**config.mk**
```make
export PLATFORM = sky130hd
export DESIGN_NAME = binary_to_seven_segment_digits_unit
export DESIGN_NICKNAME = d
export VERILOG_FILES = /design/src/hdl/b2ss_pkg.sv /design/src/hdl/binary_to_seven_segment_digits_unit.sv
export SDC_FILE = /design/constraint.sdc
export NUM_CORES = 1
export LEC_CHECK = 0
export BUFFER_PORTS_ARGS = -buffer_cell sky130_fd_sc_hd__buf_2
export CAP_MARGIN = 20
export CORE_MARGIN = 2
export CORE_UTILIZATION = 35
export DETAILED_ROUTE_END_ITERATION = 8
export GPL_ROUTABILITY_DRIVEN = 0
export GPL_TIMING_DRIVEN = 1
export HOLD_SLACK_MARGIN = 0.05
export SLEW_MARGIN = 20
export SYNTH_ARGS = -nofsm -noshare
export SYNTH_HDL_FRONTEND = slang
export SYNTH_SLANG_ARGS = --single-unit
export TNS_END_PERCENT = 20
```
**constraint.sdc**
```tcl
create_clock -name clk -period 7.2 [get_ports clk]
set_clock_uncertainty 0.15 [all_clocks]
set_input_delay 0.72 -clock clk [delete_from_list [all_inputs] [get_ports clk]]
set_output_delay 0.72 -clock clk [all_outputs]
set_load 0.02 [all_outputs]
```
**src/hdl/b2ss_pkg.sv**
```systemverilog
// ----------------------------------------------------------------------------
// b2ss_pkg
// Widths, decimal weights and segment codes for the binary to seven-segment
// digit writer.
// ----------------------------------------------------------------------------
package b2ss_pkg;

    localparam int VALUE_W = 27;
    localparam int POS_W   = 4;
    localparam int SEG_W   = 8;
    localparam int DIGIT_W = 4;

    typedef logic [VALUE_W-1:0] value_t;
    typedef logic [DIGIT_W-1:0] digit_t;
    typedef logic [SEG_W-1:0]   seg_t;

    function automatic int pow10(input int e);
        int p;
        p = 1;
        for (int i = 0; i < e; i++) begin
            p = p * 10;
        end
        return p;
    endfunction

    function automatic value_t digit_weight(input int m, input int k);
        return VALUE_W'(m * pow10(k));
    endfunction

    function automatic seg_t seg_code(input digit_t d);
        seg_t s;
        case (d)
            4'd0:    s = 8'h7e;
            4'd1:    s = 8'h30;
            4'd2:    s = 8'h6d;
            4'd3:    s = 8'h79;
            4'd4:    s = 8'h33;
            4'd5:    s = 8'h5b;
            4'd6:    s = 8'h5f;
            4'd7:    s = 8'h70;
            4'd8:    s = 8'h7f;
            default: s = 8'h7b;
        endcase
        return s;
    endfunction

endpackage

```
**src/hdl/binary_to_seven_segment_digits_unit.sv**
```systemverilog
// ----------------------------------------------------------------------------
// binary_to_seven_segment_digits_unit
// Saturates a binary value, peels off one decimal digit per pipeline stage
// and writes the digits out as seven-segment words, most significant first.
// ----------------------------------------------------------------------------
// The first word passes the entry register, the digit stages and the output
//   register; the remaining words follow on consecutive cycles.
// A new value can be taken before the last one has left the stages; the single
//   output port carrying NUM_DIGITS words sets the spacing, and busy holds off start.
// No back-pressure: every word is taken in the cycle it is strobed.
// Reset clears the stage valid bits, the output strobe and the busy counter.
module binary_to_seven_segment_digits_unit #(
    parameter int NUM_DIGITS = 8
) (
    input  logic                          clk,
    input  logic                          rst_n,
    input  logic                          start,
    output logic                          busy,
    input  logic [b2ss_pkg::VALUE_W-1:0]  value,
    output logic                          strobe,
    output logic [b2ss_pkg::POS_W-1:0]    digit_position,
    output logic [b2ss_pkg::SEG_W-1:0]    segment_code,
    output logic                          last
);

    localparam int BCD_W = 4 * NUM_DIGITS;
    localparam int CNT_W = (NUM_DIGITS > 1) ? $clog2(NUM_DIGITS) : 1;
    localparam b2ss_pkg::value_t SAT_MAX =
        b2ss_pkg::VALUE_W'(b2ss_pkg::pow10(NUM_DIGITS) - 1);

    logic                    accept;
    logic [CNT_W-1:0]        gap_reg;
    logic [CNT_W-1:0]        gap_next;

    logic                    vld_reg [0:NUM_DIGITS];
    b2ss_pkg::value_t        rem_reg [0:NUM_DIGITS];
    logic [BCD_W-1:0]        bcd_reg [0:NUM_DIGITS];

    logic [BCD_W-1:0]              ser_bcd_reg;
    logic [b2ss_pkg::POS_W-1:0]    ser_left_reg;
    logic                          strobe_reg;
    logic [b2ss_pkg::POS_W-1:0]    pos_reg;
    logic [b2ss_pkg::SEG_W-1:0]    seg_reg;
    logic                          last_reg;

    assign accept = start && !busy;
    assign busy   = (gap_reg != '0);

    always_comb
    begin
        gap_next = gap_reg;
        if (accept) begin
            gap_next = CNT_W'(NUM_DIGITS - 1);
        end else if (gap_reg != '0) begin
            gap_next = gap_reg - 1'b1;
        end
    end

    always_ff @(posedge clk or negedge rst_n)
    begin
        if (!rst_n) begin
            gap_reg <= '0;
        end else begin
            gap_reg <= gap_next;
        end
    end

    // saturate on entry
    always_ff @(posedge clk or negedge rst_n)
    begin
        if (!rst_n) begin
            vld_reg[0] <= 1'b0;
        end else begin
            vld_reg[0] <= accept;
        end
    end

    always_ff @(posedge clk)
    begin
        if (accept) begin
            rem_reg[0] <= (value > SAT_MAX) ? SAT_MAX : value;
            bcd_reg[0] <= '0;
        end
    end

    // one digit per stage, most significant first
    for (genvar j = 1; j <= NUM_DIGITS; j++) begin : g_stage
        localparam int K = NUM_DIGITS - j;

        b2ss_pkg::digit_t  dig_next;
        b2ss_pkg::value_t  sub_next;
        b2ss_pkg::value_t  rem_next;
        logic [BCD_W-1:0]  bcd_next;

        always_comb
        begin
            dig_next = '0;
            sub_next = '0;
            for (int m = 1; m <= 9; m++) begin
                if (rem_reg[j-1] >= b2ss_pkg::digit_weight(m, K)) begin
                    dig_next = b2ss_pkg::DIGIT_W'(m);
                    sub_next = b2ss_pkg::digit_weight(m, K);
                end
            end
            rem_next = rem_reg[j-1] - sub_next;
            bcd_next = bcd_reg[j-1];
            bcd_next[4*K +: 4] = dig_next;
        end

        always_ff @(posedge clk or negedge rst_n)
        begin
            if (!rst_n) begin
                vld_reg[j] <= 1'b0;
            end else begin
                vld_reg[j] <= vld_reg[j-1];
            end
        end

        always_ff @(posedge clk)
        begin
            if (vld_reg[j-1]) begin
                rem_reg[j] <= rem_next;
                bcd_reg[j] <= bcd_next;
            end
        end
    end

    // serialise the digits, one word per cycle
    always_ff @(posedge clk or negedge rst_n)
    begin
        if (!rst_n) begin
            strobe_reg   <= 1'b0;
            ser_left_reg <= '0;
        end else if (vld_reg[NUM_DIGITS]) begin
            strobe_reg   <= 1'b1;
            ser_left_reg <= b2ss_pkg::POS_W'(NUM_DIGITS - 1);
        end else if (ser_left_reg != '0) begin
            strobe_reg   <= 1'b1;
            ser_left_reg <= ser_left_reg - 1'b1;
        end else begin
            strobe_reg   <= 1'b0;
        end
    end

    always_ff @(posedge clk)
    begin
        if (vld_reg[NUM_DIGITS]) begin
            ser_bcd_reg <= bcd_reg[NUM_DIGITS] << 4;
            pos_reg     <= b2ss_pkg::POS_W'(NUM_DIGITS);
            seg_reg     <= b2ss_pkg::seg_code(bcd_reg[NUM_DIGITS][BCD_W-1 -: 4]);
            last_reg    <= (NUM_DIGITS == 1);
        end else if (ser_left_reg != '0) begin
            ser_bcd_reg <= ser_bcd_reg << 4;
            pos_reg     <= ser_left_reg;
            seg_reg     <= b2ss_pkg::seg_code(ser_bcd_reg[BCD_W-1 -: 4]);
            last_reg    <= (ser_left_reg == b2ss_pkg::POS_W'(1));
        end
    end

    assign strobe         = strobe_reg;
    assign digit_position = pos_reg;
    assign segment_code   = seg_reg;
    assign last           = last_reg;

    a_last_pos: assert property (@(posedge clk) disable iff (!rst_n)
        strobe && last |-> digit_position == b2ss_pkg::POS_W'(1))
        else $error("last word not at position one");

    a_run_continues: assert property (@(posedge clk) disable iff (!rst_n)
        strobe && !last |=> strobe && digit_position == $past(digit_position) - 1'b1)
        else $error("word run broken");

    a_seg_top: assert property (@(posedge clk) disable iff (!rst_n)
        strobe |-> segment_code[b2ss_pkg::SEG_W-1] == 1'b0)
        else $error("unused segment bit set");

    a_busy_after_take: assert property (@(posedge clk) disable iff (!rst_n)
        start && !busy |=> busy == (NUM_DIGITS > 1))
        else $error("busy not raised after take");

endmodule
```
Word-level counts from Yosys, hierarchy flattened:

Memory sizes are Yosys's and may differ from the RTL's. A register that Yosys moved wholly into a read port is not among the register bits.
Index checks and enable logic that the tools add are counted.

* register bits after elaboration: 58
* memory bits (writable): 531
* memory bits (read-only): 224
* bits of input ports: 30
* output and inout port bits: 15
* logic and storage cells: 284
* memories: 4

* add/subtract/negate cells: 10
* order comparisons: 73
* equal/unequal tests: 1
* multiplexer cells: 174
* reduce and logical (&&, ||, !) cells: 6

Memories
* bcd_reg: words 9, bits a word 32, rd ports 9, clocked after memory_dff 0, wr ports 9, line binary_to_seven_segment_digits_unit.sv:37 `logic [BCD_W-1:0] bcd_reg [0:NUM_DIGITS];`
* rem_reg: words 9, bits a word 27, rd ports 8, clocked after memory_dff 0, wr ports 9, line binary_to_seven_segment_digits_unit.sv:36 `b2ss_pkg::value_t rem_reg [0:NUM_DIGITS];`
* (name not given): words 16, bits a word 7, rd ports 1, clocked after memory_dff 0, wr ports 0, line b2ss_pkg.sv:32 `case (d)`
* (name not given): words 16, bits a word 7, rd ports 1, clocked after memory_dff 1, wr ports 0, line b2ss_pkg.sv:32

Operator list (number)
* $mux W27: 63
* $mux W4: 66
* $sub A27 B27 Y27: 8
* $ge A27 B10 Y1 const B: 5
* $ge A27 B20 Y1 const B: 5
* $ge A27 B13 Y1 const B: 4
* $ge A27 B17 Y1 const B: 4
* $ge A27 B23 Y1 const B: 4
* $ge A27 B3 Y1 const B: 4
* $ge A27 B7 Y1 const B: 4
* $ge A27 B16 Y1 const B: 3
* $ge A27 B19 Y1 const B: 3
* $ge A27 B26 Y1 const B: 3
* $ge A27 B27 Y1 const B: 3
* $ge A27 B4 Y1 const B: 3
* $ge A27 B6 Y1 const B: 3
* $ge A27 B9 Y1 const B: 3
* $mux W32: 2
* $ge A27 B12 Y1 const B: 2
* $ge A27 B14 Y1 const B: 2
* $ge A27 B15 Y1 const B: 2
* $ge A27 B2 Y1 const B: 2
* $ge A27 B22 Y1 const B: 2
* $ge A27 B24 Y1 const B: 2
* 27 further kinds: 62

Depth between registers and ports, before layout:

An unclocked memory read counts as a cell.

* word-level depth: 12
* mapped depth: 23
* gate-level depth less buffers: 21

Worst setup path before layout:

Ideal clock, no wire load.

* path kind: reg-to-reg
* start: memory rem_reg[0][101] (netlist name)
* end: memory rem_reg[0][130] (netlist name), data pin
* library setup time: 0.258 ns
* data arrival time: 5.117 ns
* data required time: 6.792 ns
* setup slack: 1.676 ns
* cell stages (with the launch flop): 23
* buffers on the path: 1
* period minus slack after synthesis: 5.524 ns
* path through: edfxtp_1 -> or4_4 -> or3_4 -> or3_4 -> or2_0 -> buf_6 -> a211oi_4 -> o21ai_2 -> or2_1 -> a21o_1 -> o211ai_1 -> ha_1 -> inv_1 -> fa_1 -> a21o_1 -> a21oi_1 -> nor2b_1 -> o311a_1 -> o211ai_1 -> nand2_1 -> a221oi_1 -> nand3_1 -> xnor2_1

RTL lines (line)
* start, declared: binary_to_seven_segment_digits_unit.sv:36

==> impl_metrics.env <==
export IMPL_grt_max_degree=57
export IMPL_dp_cells=2801
export IMPL_sequentialPowerShare_pct=49.2
export IMPL_min_period_ns=6.23
export IMPL_clk_pin_slew_ns=0.06
export IMPL_synth_simple_area_share_pct=14.9
export IMPL_hold_violations=0
export IMPL_multi_input_area_um2=9160
export IMPL_vias=14767
export IMPL_internal_power_w=0.00512
export IMPL_insertion_delay_ns=0.58
export IMPL_yosysWarnings=0
export IMPL_wl_per_cell_um=14.9
export IMPL_muxShareOfSynthArea_pct=1.58
export IMPL_pwr_share_clk_pct=33.5
export IMPL_slew_viol_final=0
export IMPL_root_buffer="clkbuf_16"
export IMPL_worst_pin_slew_ns=1.01
export IMPL_grt_pass1_wl_mm=72.2
export IMPL_cp_data_required_time_ns=7.36
export IMPL_syn_inst=1969
export IMPL_synth_top_family_by_area="simple AND/OR/NAND/NOR gates"
export IMPL_rows=92
export IMPL_wl_mm=43.1
export IMPL_fmax_ghz=0.160
export IMPL_clock_sinks=424
export IMPL_synth_edf_count=395
export IMPL_final_cell_mix="395 x edfxtp_1, 180 x nor2_1, 127 x nand2_1"
export IMPL_ant_nets=0
export IMPL_synth_xor_area_share_pct=4.99
export IMPL_drt_iter0_drc=1138
export IMPL_outcome="complete, no violations"
export IMPL_hold_ws_ns=0.236
export IMPL_fin_setup_tns_ns=0
export IMPL_vias_per_cell=5.12
export IMPL_synth_top_cell_by_area="edfxtp_1"
export IMPL_drv_cap=0
export IMPL_syn_area_um2=22300
export IMPL_setup_viol=0
export IMPL_ys_types=82
export IMPL_rsz0062_at_grt="false"
export IMPL_h_tree_depth=2
export IMPL_powerDensity_nw_per_um2=283
export IMPL_design_die_area_um2=65700
export IMPL_track_usage_pct=13.1
export IMPL_overflow=0
export IMPL_layout_commonest_cell="edfxtp_1"
export IMPL_n_antenna_cell=0
export IMPL_postCtsResizedCells=0
export IMPL_antenna_found_initial=0
export IMPL_leakage_nw=8.85
export IMPL_core_area_um2=63100
export IMPL_synth_compound_area_share_pct=13.1
export IMPL_drive_above_1_share_pct=10.0
export IMPL_p_switching_w=0.00195
export IMPL_cts_tree="built"
export IMPL_synth_area_leaders="edfxtp_1 53%, ha_1 5.8%, nor2_1 3.0%, xnor2_1 2.8%, a21oi_1 2.7%"
export IMPL_fin_crit_sh_pct=86.6
export IMPL_port_buffers=43
export IMPL_yosysSeqAreaShare_pct=56.2
export IMPL_combPwrFrac_pct=17.4
export IMPL_worstSetupPathType="flip-flop to flip-flop"
export IMPL_critPathCaptureType="flip-flop"
export IMPL_drc=0
export IMPL_final_nets=2145
export IMPL_fill_cells=5975
export IMPL_switching_share_pct=27.6
export IMPL_avgSynthCellArea_um2=11.3
export IMPL_synth_top_area_share_pct=53.2
export IMPL_synthToLayoutAreaGrowth_pct=11.8
export IMPL_chipHeight_um=256
export IMPL_start_util_pct=35.3
export IMPL_dpl_hpwl_mm=31.1
export IMPL_clockBufferDepth=3
export IMPL_die_width_um=256
export IMPL_cp_max_fo=5
export IMPL_ys_flop_type="edfxtp_1"
export IMPL_largest_reg_flops=216
export IMPL_seq_area_um2=12500
export IMPL_dr_pass1_iters=5
export IMPL_grt_pass1_vias=14447
export IMPL_arrival_ns=6.39
export IMPL_slew_headroom_pct=33.0
export IMPL_io_pins=45
export IMPL_hp_class="input pin to flip-flop"
export IMPL_vdd_drop_max_mv=0.150
export IMPL_cts_buffers=46
export IMPL_postSynth_asyncResetShare_pct=4.01
export IMPL_crit_path_start_kind="flip-flop"
export IMPL_ys_seq_elements=424
export IMPL_synthesis_nets=2110
export IMPL_instances_no_fill=2886
export IMPL_synth_fa_ha_area_share_pct=6.46
-- cell type report --
cell class / instances / share of cell area [%]
Sequential cell: 424 / 50.3
Multi-Input combinational cell: 1387 / 36.7
Clock buffer: 61 / 5.04
Tap cell: 846 / 4.25
Inverter: 89 / 1.34
Timing Repair Buffer: 56 / 1.26
Clock inverter: 23 / 1.10
-- power groups by stage --
stage / clock network (W) / logic (W) / registers [W]
after global routing: 0.00254 / 0.00139 / 0.00353
final: 0.00236 / 0.00123 / 0.00348
after global placement: 0 / 0.00120 / 0.00352
after CTS: 0.00244 / 0.00124 / 0.00348
after detailed placement: 0 / 0.00123 / 0.00352
after floorplan: 0 / 0.000904 / 0.00348
-- critical path, cell delays in order (launching register included) --
cell,delay (ns)
edfxtp_1,0.44
or4_4,0.55
or3_4,0.35
or3_4,0.37
or2_0,0.34
a211oi_4,0.33
o21ai_2,0.10
or2_1,0.23
a21o_1,0.19
o211ai_1,0.10
ha_1,0.20
inv_1,0.06
fa_1,0.40
a21o_1,0.18
a21oi_1,0.25
nor2b_1,0.11
o311a_1,0.34
o211ai_1,0.18
nand2_1,0.12
a221oi_1,0.59
nand3b_1,0.21
xnor2_1,0.18
-- synth_stat cells, drive strengths merged, types with 37 or more instances --
library cell  count
a21oi           123
nand3            40
nor2            181
nor3             61
nand2           127
ha              104
nand2b           39
o21ai           122
clkbuf           62
nor4             37
xnor2            72
edfxtp          395
xor2             55
inv              89
-- through the flow --
| stage | setup slack, ns | cell area [um^2] | util (%) | power (W) |
|---|---|---|---|---|
| final | 0.967 | 24900 | 39.5 | 0.00707 |
| after global routing | 0.661 | 24900 | 39.5 | 0.00746 |
| after CTS | 1.01 | 24900 | 39.5 | 0.00716 |
| after detailed placement | 1.03 | 23400 | 37.1 | 0.00475 |
| after global placement | 1.22 | 23400 | 37.1 | 0.00472 |
| after floorplan | 1.68 | 22300 | - | 0.00439 |
-- cell families (layout without fill, tap and decap cells) --
group,after synthesis,count (layout)
xor+xnor,127,127
simple gates,658,658
fa+ha+maj,111,111
mux,32,32
buf+inv,158,229
compound gates,458,458
other cells,1,1
flops,424,424
-- final timing paths --
check / from / endpoint / slack [ns] / cells after the start
worst max-delay path: rem_reg[0][101] / rem_reg[0][128] / 0.97 / 21
worst max register to register: rem_reg[0][101] / rem_reg[0][128] / 0.97 / 21
max in group asynchronous: rst_n / vld_reg[3] / 5.90 / 2
worst min-delay path: value[26] / rem_reg[0][26] / 0.24 / 1
worst min register to register: bcd_reg[0][200] / bcd_reg[0][232] / 0.26 / 0
min in group asynchronous: rst_n / strobe / 0.52 / 2
-- repair_timing --
item | CTS | global route
setup buffers | 0 | 0
hold buffers | 1 | 0
endpoints found under the setup margin | 0 | 0
endpoints found under the hold margin | 17 | 0
-- routing by layer --
metal | track usage (%) | wire length (um) | vias up | share of wire, %
met5 | 0 | 0 | - | 0
met4 | 4.46 | 1060 | 0 | 2.5
met3 | 2.12 | 1860 | 66 | 4.3
met2 | 21.7 | 20200 | 334 | 47
met1 | 17.4 | 20000 | 7011 | 46
li1 | - | - | 7356 | -
Power figures use the tool's default switching activity.
